## src/rtl/core/stt_pkg.sv

```systemverilog
package stt_pkg;

    localparam int unsigned QDEPTH = 4;
    localparam int unsigned QPTR_W = $clog2(QDEPTH);
    localparam int unsigned QCNT_W = $clog2(QDEPTH + 1);

    localparam logic [1:0] KIND_WORD = 2'd0;
    localparam logic [1:0] KIND_STR  = 2'd1;
    localparam logic [1:0] KIND_BRK  = 2'd2;
    localparam logic [1:0] KIND_CMT  = 2'd3;

    localparam logic [1:0] ERR_NONE    = 2'd0;
    localparam logic [1:0] ERR_END_STR = 2'd1;
    localparam logic [1:0] ERR_NL_STR  = 2'd2;
    localparam logic [1:0] ERR_BAD_ESC = 2'd3;

    typedef struct packed {
        logic [7:0] data_byte;
        logic       end_marker;
    } t_in;

    typedef struct packed {
        logic [7:0] out_char;
        logic       char_valid;
        logic [1:0] token_kind;
        logic       token_first;
        logic       token_last;
        logic [1:0] error_code;
        logic       run_last;
    } t_out;

    // results produced by one input word, written into the output queue
    typedef struct packed {
        logic [1:0] cnt;
        t_out       r0;
        t_out       r1;
    } t_push;

endpackage

```

## src/rtl/core/stt_lexer.sv

```systemverilog
module stt_lexer (
    input  logic           i_clk,
    input  logic           i_rst_n,
    input  logic           i_fire,
    input  stt_pkg::t_in   i_data,
    output stt_pkg::t_push o_push
);

    typedef enum logic [2:0] {
        M_IDLE = 3'd0,
        M_WORD = 3'd1,
        M_STR  = 3'd2,
        M_ESC  = 3'd3,
        M_CMT  = 3'd4,
        M_ERR  = 3'd5
    } t_mode;

    t_mode          r_mode;
    t_mode          n_mode;
    stt_pkg::t_push push;

    function automatic stt_pkg::t_out mk(input logic [7:0] ch, input logic vld,
                                         input logic [1:0] kind, input logic first,
                                         input logic last, input logic [1:0] err);
        stt_pkg::t_out r;
        r.out_char    = ch;
        r.char_valid  = vld;
        r.token_kind  = kind;
        r.token_first = first;
        r.token_last  = last;
        r.error_code  = err;
        r.run_last    = 1'b0;
        return r;
    endfunction

    function automatic logic is_space(input logic [7:0] c);
        return c == 8'h20 || c == 8'h09 || c == 8'h0D || c == 8'h0A;
    endfunction

    function automatic logic is_brk(input logic [7:0] c);
        return c == 8'h5B || c == 8'h5D;
    endfunction

    // token start from idle: result and next mode
    function automatic stt_pkg::t_out start_res(input logic [7:0] c);
        stt_pkg::t_out r;
        if (is_brk(c)) begin
            r = mk(c, 1'b1, stt_pkg::KIND_BRK, 1'b1, 1'b1, stt_pkg::ERR_NONE);
        end else if (c == 8'h22) begin
            r = mk(c, 1'b1, stt_pkg::KIND_STR, 1'b1, 1'b0, stt_pkg::ERR_NONE);
        end else if (c == 8'h23) begin
            r = mk(c, 1'b1, stt_pkg::KIND_CMT, 1'b1, 1'b0, stt_pkg::ERR_NONE);
        end else begin
            r = mk(c, 1'b1, stt_pkg::KIND_WORD, 1'b1, 1'b0, stt_pkg::ERR_NONE);
        end
        return r;
    endfunction

    function automatic t_mode start_mode(input logic [7:0] c);
        t_mode m;
        if (is_space(c) || is_brk(c)) begin
            m = M_IDLE;
        end else if (c == 8'h22) begin
            m = M_STR;
        end else if (c == 8'h23) begin
            m = M_CMT;
        end else begin
            m = M_WORD;
        end
        return m;
    endfunction

    always_comb begin
        logic [7:0] c;
        logic [7:0] d;
        logic       esc_ok;
        c        = i_data.data_byte;
        n_mode   = r_mode;
        push.cnt = 2'd0;
        push.r0  = '0;
        push.r1  = '0;

        esc_ok = 1'b1;
        case (c)
            8'h62:   d = 8'h08;
            8'h66:   d = 8'h0C;
            8'h6E:   d = 8'h0A;
            8'h72:   d = 8'h0D;
            8'h74:   d = 8'h09;
            8'h5C:   d = 8'h5C;
            8'h27:   d = 8'h27;
            8'h22:   d = 8'h22;
            default: begin
                d      = 8'h00;
                esc_ok = 1'b0;
            end
        endcase

        if (i_data.end_marker) begin
            n_mode = M_IDLE;
            unique case (r_mode) inside
                M_WORD: begin
                    push.cnt = 2'd1;
                    push.r0  = mk(8'h00, 1'b0, stt_pkg::KIND_WORD, 1'b0, 1'b1,
                                  stt_pkg::ERR_NONE);
                end
                M_CMT: begin
                    push.cnt = 2'd1;
                    push.r0  = mk(8'h00, 1'b0, stt_pkg::KIND_CMT, 1'b0, 1'b1,
                                  stt_pkg::ERR_NONE);
                end
                M_STR, M_ESC: begin
                    push.cnt = 2'd1;
                    push.r0  = mk(8'h00, 1'b0, stt_pkg::KIND_STR, 1'b0, 1'b1,
                                  stt_pkg::ERR_END_STR);
                end
                default: ;
            endcase
        end else begin
            unique case (r_mode)
                M_WORD: begin
                    if (is_space(c) || c == 8'h22 || is_brk(c)) begin
                        // close the word, then the delimiter may open its own token
                        push.r0  = mk(8'h00, 1'b0, stt_pkg::KIND_WORD, 1'b0, 1'b1,
                                      stt_pkg::ERR_NONE);
                        push.r1  = start_res(c);
                        push.cnt = is_space(c) ? 2'd1 : 2'd2;
                        n_mode   = start_mode(c);
                    end else begin
                        push.cnt = 2'd1;
                        push.r0  = mk(c, 1'b1, stt_pkg::KIND_WORD, 1'b0, 1'b0,
                                      stt_pkg::ERR_NONE);
                    end
                end
                M_STR: begin
                    if (c == 8'h22) begin
                        push.cnt = 2'd1;
                        push.r0  = mk(c, 1'b1, stt_pkg::KIND_STR, 1'b0, 1'b1,
                                      stt_pkg::ERR_NONE);
                        n_mode   = M_IDLE;
                    end else if (c == 8'h0A) begin
                        push.cnt = 2'd1;
                        push.r0  = mk(8'h00, 1'b0, stt_pkg::KIND_STR, 1'b0, 1'b1,
                                      stt_pkg::ERR_NL_STR);
                        n_mode   = M_ERR;
                    end else if (c == 8'h5C) begin
                        n_mode = M_ESC;
                    end else begin
                        push.cnt = 2'd1;
                        push.r0  = mk(c, 1'b1, stt_pkg::KIND_STR, 1'b0, 1'b0,
                                      stt_pkg::ERR_NONE);
                    end
                end
                M_ESC: begin
                    push.cnt = 2'd1;
                    if (esc_ok) begin
                        push.r0 = mk(d, 1'b1, stt_pkg::KIND_STR, 1'b0, 1'b0,
                                     stt_pkg::ERR_NONE);
                        n_mode  = M_STR;
                    end else begin
                        push.r0 = mk(8'h00, 1'b0, stt_pkg::KIND_STR, 1'b0, 1'b1,
                                     stt_pkg::ERR_BAD_ESC);
                        n_mode  = M_ERR;
                    end
                end
                M_CMT: begin
                    push.cnt = 2'd1;
                    if (c == 8'h0A || c == 8'h0D) begin
                        push.r0 = mk(8'h00, 1'b0, stt_pkg::KIND_CMT, 1'b0, 1'b1,
                                     stt_pkg::ERR_NONE);
                        n_mode  = M_IDLE;
                    end else begin
                        push.r0 = mk(c, 1'b1, stt_pkg::KIND_CMT, 1'b0, 1'b0,
                                     stt_pkg::ERR_NONE);
                    end
                end
                M_ERR: ;
                default: begin
                    push.r0  = start_res(c);
                    push.cnt = is_space(c) ? 2'd0 : 2'd1;
                    n_mode   = start_mode(c);
                end
            endcase
        end

        if (push.cnt == 2'd1) begin
            push.r0.run_last = 1'b1;
        end else if (push.cnt == 2'd2) begin
            push.r1.run_last = 1'b1;
        end

        if (!i_fire) begin
            push.cnt = 2'd0;
            n_mode   = r_mode;
        end
    end

    always_ff @(posedge i_clk) begin
        if (!i_rst_n) begin
            r_mode <= M_IDLE;
        end else begin
            r_mode <= n_mode;
        end
    end

    assign o_push = push;

    // a pair of results always starts with the close of a word
    a_pair_closes_word: assert property (@(posedge i_clk) disable iff (!i_rst_n)
        push.cnt == 2'd2 |-> push.r0.token_last && push.r0.token_kind == stt_pkg::KIND_WORD)
        else $error("two results without a word close first");

    // an error result other than at end of input drops the lexer into the error mode
    a_err_to_err_mode: assert property (@(posedge i_clk) disable iff (!i_rst_n)
        push.cnt != 2'd0 && push.r0.error_code != stt_pkg::ERR_NONE
            && !i_data.end_marker |=> r_mode == M_ERR)
        else $error("error result without entering error mode");

endmodule

```

## src/rtl/core/stt_out_queue.sv

```systemverilog
module stt_out_queue (
    input  logic           i_clk,
    input  logic           i_rst_n,
    input  stt_pkg::t_push i_push,
    output logic           o_room2,
    output logic           o_valid,
    input  logic           i_ready,
    output stt_pkg::t_out  o_data
);

    stt_pkg::t_out                 r_mem [stt_pkg::QDEPTH];
    logic [stt_pkg::QPTR_W-1:0]    r_wr_ptr;
    logic [stt_pkg::QPTR_W-1:0]    r_rd_ptr;
    logic [stt_pkg::QCNT_W-1:0]    r_count;
    logic [stt_pkg::QPTR_W-1:0]    wr_ptr1;
    logic                          pop;

    assign wr_ptr1 = r_wr_ptr + stt_pkg::QPTR_W'(1);
    assign pop     = o_valid && i_ready;
    assign o_valid = r_count != '0;
    assign o_data  = r_mem[r_rd_ptr];
    // room for a full pair, independent of the downstream ready
    assign o_room2 = r_count <= stt_pkg::QCNT_W'(stt_pkg::QDEPTH - 2);

    always_ff @(posedge i_clk) begin
        if (i_push.cnt != 2'd0) begin
            r_mem[r_wr_ptr] <= i_push.r0;
        end
        if (i_push.cnt == 2'd2) begin
            r_mem[wr_ptr1] <= i_push.r1;
        end
    end

    always_ff @(posedge i_clk) begin
        if (!i_rst_n) begin
            r_wr_ptr <= '0;
            r_rd_ptr <= '0;
            r_count  <= '0;
        end else begin
            r_wr_ptr <= r_wr_ptr + stt_pkg::QPTR_W'(i_push.cnt);
            r_rd_ptr <= r_rd_ptr + stt_pkg::QPTR_W'(pop);
            r_count  <= r_count + stt_pkg::QCNT_W'(i_push.cnt)
                        - stt_pkg::QCNT_W'(pop);
        end
    end

    a_no_overflow: assert property (@(posedge i_clk) disable iff (!i_rst_n)
        i_push.cnt != 2'd0 |-> o_room2)
        else $error("push into a queue without room");

    a_count_bound: assert property (@(posedge i_clk) disable iff (!i_rst_n)
        r_count <= stt_pkg::QCNT_W'(stt_pkg::QDEPTH))
        else $error("queue count beyond depth");

endmodule

```

## src/rtl/core/scene_text_tokenizer.sv

```systemverilog
// Byte-serial lexer for scene description text. One input word is one text
// byte or an end-of-input mark; the output is a stream of token characters
// tagged with kind, first/last and error flags. A byte is taken every clock:
// the input register feeds the lexer state machine, and its zero, one or
// two result words go into a four-word output queue. The output side moves
// one word per clock while downstream is ready, so a byte that yields two
// words (a word token closed by a quote or bracket) takes two output slots;
// the input stalls only when the queue has no room for a pair.
module scene_text_tokenizer (
    input  logic          i_clk,
    input  logic          i_rst_n,
    input  logic          i_in_valid,
    output logic          o_in_ready,
    input  stt_pkg::t_in  i_in_data,
    output logic          o_out_valid,
    input  logic          i_out_ready,
    output stt_pkg::t_out o_out_data
);

    logic           r_in_valid;
    stt_pkg::t_in   r_in_data;
    logic           room2;
    logic           fire;
    stt_pkg::t_push push;

    assign fire       = r_in_valid && room2;
    assign o_in_ready = !r_in_valid || room2;

    always_ff @(posedge i_clk) begin
        if (!i_rst_n) begin
            r_in_valid <= 1'b0;
        end else if (o_in_ready) begin
            r_in_valid <= i_in_valid;
        end
    end

    always_ff @(posedge i_clk) begin
        if (o_in_ready && i_in_valid) begin
            r_in_data <= i_in_data;
        end
    end

    stt_lexer u_lexer (
        .i_clk   (i_clk),
        .i_rst_n (i_rst_n),
        .i_fire  (fire),
        .i_data  (r_in_data),
        .o_push  (push)
    );

    stt_out_queue u_queue (
        .i_clk   (i_clk),
        .i_rst_n (i_rst_n),
        .i_push  (push),
        .o_room2 (room2),
        .o_valid (o_out_valid),
        .i_ready (i_out_ready),
        .o_data  (o_out_data)
    );

endmodule

```

## config.mk

```make
export PLATFORM = sky130hd
export DESIGN_NAME = scene_text_tokenizer
export DESIGN_NICKNAME = d
export VERILOG_FILES = /design/src/rtl/core/stt_pkg.sv /design/src/rtl/core/stt_lexer.sv /design/src/rtl/core/stt_out_queue.sv /design/src/rtl/core/scene_text_tokenizer.sv
export SDC_FILE = /design/constraint.sdc
export NUM_CORES = 1
export LEC_CHECK = 0
export BUFFER_PORTS_ARGS = -buffer_cell sky130_fd_sc_hd__buf_2
export CAP_MARGIN = 20
export CELL_PAD_IN_SITES_DETAIL_PLACEMENT = 1
export CELL_PAD_IN_SITES_GLOBAL_PLACEMENT = 2
export CORE_MARGIN = 2
export CORE_UTILIZATION = 41
export DETAILED_ROUTE_END_ITERATION = 12
export GPL_TIMING_DRIVEN = 0
export PLACE_DENSITY_LB_ADDON = 0.1
export SYNTH_ARGS = -nofsm -noshare
export SYNTH_HDL_FRONTEND = slang
export SYNTH_SLANG_ARGS = --single-unit
```

## constraint.sdc

```tcl
create_clock -name i_clk -period 3.5 [get_ports i_clk]
set_input_delay 0.525 -clock i_clk [delete_from_list [all_inputs] [get_ports i_clk]]
set_output_delay 0.525 -clock i_clk [all_outputs]
set_load 0.02 [all_outputs]
```

==> run_summary.xml <==
<?xml version="1.0" encoding="UTF-8"?>
<metrics>
  <group name="clocking">
    <metric name="clkLatencyLatePin" unit="ns">0.35</metric>
    <metric name="tritoncts.num_buffers" unit="">9</metric>
    <metric name="postCtsSetupBuffers" unit="">0</metric>
    <metric name="clock-sinks" unit="">84</metric>
    <metric name="clock_path_buffers" unit="">2</metric>
    <metric name="htree_num_levels" unit="">3</metric>
    <metric name="cts-root-buf" unit="">clkbuf_16</metric>
    <metric name="cts_tree" unit="">built</metric>
    <metric name="clk_pin_slew_worst_paths" unit="ns">0.06</metric>
  </group>
  <group name="floorplanning">
    <metric name="die_wd" unit="um">110.7</metric>
    <metric name="floorplan.die.height" unit="um">110.7</metric>
    <metric name="floorplan.core_area" unit="mm^2">0.01098</metric>
    <metric name="dieArea" unit="mm^2">0.01226</metric>
    <metric name="floorplan.initialDensity" unit="%">42.52</metric>
    <metric name="ioPinCount" unit="">31</metric>
    <metric name="placement_rows" unit="">38</metric>
  </group>
  <group name="drt">
    <metric name="routed_wirelength" unit="mm">13.15</metric>
    <metric name="drt_first_iter_violations" unit="">155</metric>
    <metric name="detail_route.wl_per_cell" unit="um">22.10</metric>
    <metric name="antenna_violating_nets_left" unit="">0</metric>
    <metric name="top_signal_layer_used" unit="">met4</metric>
    <metric name="via_count_of_the_routed_design" unit="">3537</metric>
    <metric name="route.met2.wl" unit="mm">6.636</metric>
    <metric name="drc_errors" unit="">0</metric>
    <metric name="dr.pass1.iters" unit="">4</metric>
    <metric name="route.detailed.vias_per_inst" unit="">5.945</metric>
    <metric name="dr_wl_met3" unit="um">426</metric>
    <metric name="route.layer.met1.wl" unit="mm">5.775</metric>
  </group>
  <group name="layout">
    <metric name="mostFrequentLayoutCell" unit="">edfxtp_1</metric>
    <metric name="finish.net_count" unit="">469</metric>
    <metric name="layout.cells.most_common_list" unit="">edfxtp_1 (65), buf_2 (37), nand2_1 (31), o21ai_0 (31), nor2_1 (21)</metric>
    <metric name="areaGrowthSynthToFinish" unit="%">13.59</metric>
    <metric name="post_route_cells_drive_above_1_share" unit="%">21.98</metric>
    <metric name="antenna_diode_count" unit="">0</metric>
  </group>
  <group name="logic_synthesis">
    <metric name="seq_area_frac_synth" unit="%">49.95</metric>
    <metric name="syn_nets" unit="">428</metric>
    <metric name="postSynthAreaPerCell" unit="um^2">11.42</metric>
    <metric name="yosys_warnings" unit="">0</metric>
    <metric name="syn-instance-count" unit="">409</metric>
    <metric name="mappedNetlistArea" unit="mm^2">0.004669</metric>
    <metric name="synth_enable_flop_cells" unit="">65</metric>
    <metric name="most_used_flip_flop_cell_after_synthesis" unit="">edfxtp_1</metric>
    <metric name="synth_cell_type_count" unit="">67</metric>
    <metric name="synth-async-reset-ratio" unit="%">0</metric>
    <metric name="yosys_register_bits" unit="">84</metric>
  </group>
  <group name="sta">
    <metric name="timing.slew.headroom" unit="%">43.13</metric>
    <metric name="period_share" unit="%">94.96</metric>
    <metric name="slew_viol_final" unit="">0</metric>
    <metric name="timing_limited_maximum_frequency" unit="MHz">300.9</metric>
    <metric name="final_hold_viol_count" unit="">0</metric>
    <metric name="setup_violations" unit="">0</metric>
    <metric name="fin_skew" unit="ns">0.01070</metric>
    <metric name="fin_worst_hold_slack" unit="ns">0.3494</metric>
    <metric name="grt_setup_unrepaired" unit="">false</metric>
    <metric name="tns" unit="ns">0</metric>
    <metric name="finalCriticalPeriod" unit="ns">3.323</metric>
    <metric name="max_slew.worst_pin.slew" unit="ns">0.8473</metric>
  </group>
  <group name="setup_path">
    <metric name="critical_path_arrival" unit="ns">3.30</metric>
    <metric name="endpoint_kind" unit="">register</metric>
    <metric name="cp_required" unit="ns">3.48</metric>
    <metric name="timing.critical_path.fanout_max" unit="">14</metric>
    <metric name="r2r_depth" unit="">8</metric>
    <metric name="beginning_of_the_worst_register_to_register_path" unit="">r_in_data[8]</metric>
    <metric name="setup.worst_path.start_class" unit="">register</metric>
    <metric name="critPathKind" unit="">register to register</metric>
    <metric name="worstSetupStartpoint" unit="">r_in_data[8]</metric>
  </group>
  <group name="outcome">
    <metric name="run_status" unit="">finished, final reports clean</metric>
  </group>
  <group name="pwr">
    <metric name="power-per-cell-area" unit="mW/mm^2">526.3</metric>
    <metric name="power_leakage" unit="uW">0.001885</metric>
    <metric name="max-vdd-ir-drop" unit="uV">307.4</metric>
  </group>
  <group name="global_route">
    <metric name="grt_antenna_before_repair" unit="">0</metric>
    <metric name="maximum_number_of_pins_on_one_net_before_global_route_repair" unit="">15</metric>
    <metric name="wire_length_of_the_first_global_routing_pass" unit="mm">20.96</metric>
    <metric name="globalRouteTotalUtil" unit="%">22.38</metric>
    <metric name="grt-ovfl-total" unit="">0</metric>
    <metric name="first_global_vias" unit="">3739</metric>
  </group>
  <group name="hold_path">
    <metric name="worstHoldStart" unit="">i_in_data[8]</metric>
    <metric name="worst_hold_path_type" unit="">input port to register</metric>
    <metric name="whs_path_depth" unit="">1</metric>
  </group>
  <group name="placed_design">
    <metric name="dp_hpwl" unit="mm">9.628</metric>
    <metric name="global_placer_s_final_weighted_congestion" unit="">0.8230</metric>
    <metric name="numPortBuffers" unit="">30</metric>
  </group>
  <group name="flow_run">
    <metric name="maxCapViolCount" unit="">0</metric>
  </group>
</metrics>
[Yosys cell counts (8+ instances only)]
master	number	area, um^2
edfxtp_1	65	1952
nand2_1	34	127.6
o21ai_0	31	155.2
nor2_1	21	78.83
dfxtp_1	19	380.4
mux4_2	16	360.4
o21ai_1	16	80.08
inv_1	15	56.30
clkbuf_1	13	48.80
nand3_1	12	60.06
o22ai_1	11	68.82
mux2i_1	10	100.1
a21oi_1	9	45.04
nand2b_1	8	50.05
[layer usage]
metal | GRT usage (%) | up-vias
li1 | - | 1657
met5 | 0 | -
met1 | 28.43 | 1779
met3 | 4.265 | 25
met2 | 38.28 | 76
met4 | 7.917 | 0
[worst paths after layout]
| check | to | slack [ns] |
|---|---|---|
| min reg2reg | u_queue.r_mem[1][2] | 0.46 |
| max reg2reg | u_queue.r_mem[1][9] | 0.18 |
| max | u_queue.r_mem[1][9] | 0.18 |
| min | r_in_data[8] | 0.35 |
[power breakdown]
part | internal (uW) | total [uW] | switching, uW
sequential | 1120 | 1150 | 29.8
combinational | 285 | 689 | 404
clock | 553 | 949 | 396
[cell families after synthesis]
kind of cell,after synthesis,share of synthesized area (%)
compound gates,116,17.58
flops,84,49.95
buf+inv,44,4.448
simple gates,125,14.84
fa+ha+maj,6,1.769
mux,27,10.10
xor+xnor,7,1.313
[metrics by stage]
| stage | area (um^2) | total power [uW] | setup WS (ns) | instances | util, % |
|---|---|---|---|---|---|
| floorplan | 4669 | 1677 | 0.6518 | 409 | - |
| global placement | 4995 | 1855 | 0.07650 | 579 | 45.48 |
| detailed placement | 4995 | 1873 | 0.01460 | 579 | 45.48 |
| CTS | 5291 | 2816 | 0.1306 | 595 | 48.18 |
| global route | 5304 | 2924 | 0.01057 | 595 | 48.29 |
| finish | 5304 | 2791 | 0.1765 | 595 | 48.29 |
[state kept, by name, summed over array words and instances (netlist names)]
signal            flops
r_in_data             9
r_in_valid            1
u_lexer.r_mode        3
u_queue.r_count       3
u_queue.r_mem        64
u_queue.r_rd_ptr      2
u_queue.r_wr_ptr      2
[critical path, stage by stage, from the launching register on]
cell and delay, ns:
edfxtp_1 0.55, nor4_4 0.46, nand2_2 0.22, a2111oi_4 0.47, buf_4 0.24, nand2_1 0.11, o21a_4 0.16, buf_4 0.18
nand2_1 0.55
[final cells by class]
cell class / count / area [um^2]
multi-input combinational: 281 / 2143
inverter: 15 / 56.30
timing repair buffer: 30 / 150.1
clock buffer: 10 / 229.0
buffer: 29 / 152.6
clock inverter: 6 / 65.06
sequential: 84 / 2332
fill: 1191 / 5679
tap: 140 / 175.2
[repair_timing]
item,in CTS,in global routing
cloned,0,0
setup endpoints to repair,5,33
gates resized for setup,1,5
hold buffers,0,0
pin swaps,0,0
Note: power is estimated with default switching activity, not from simulation.
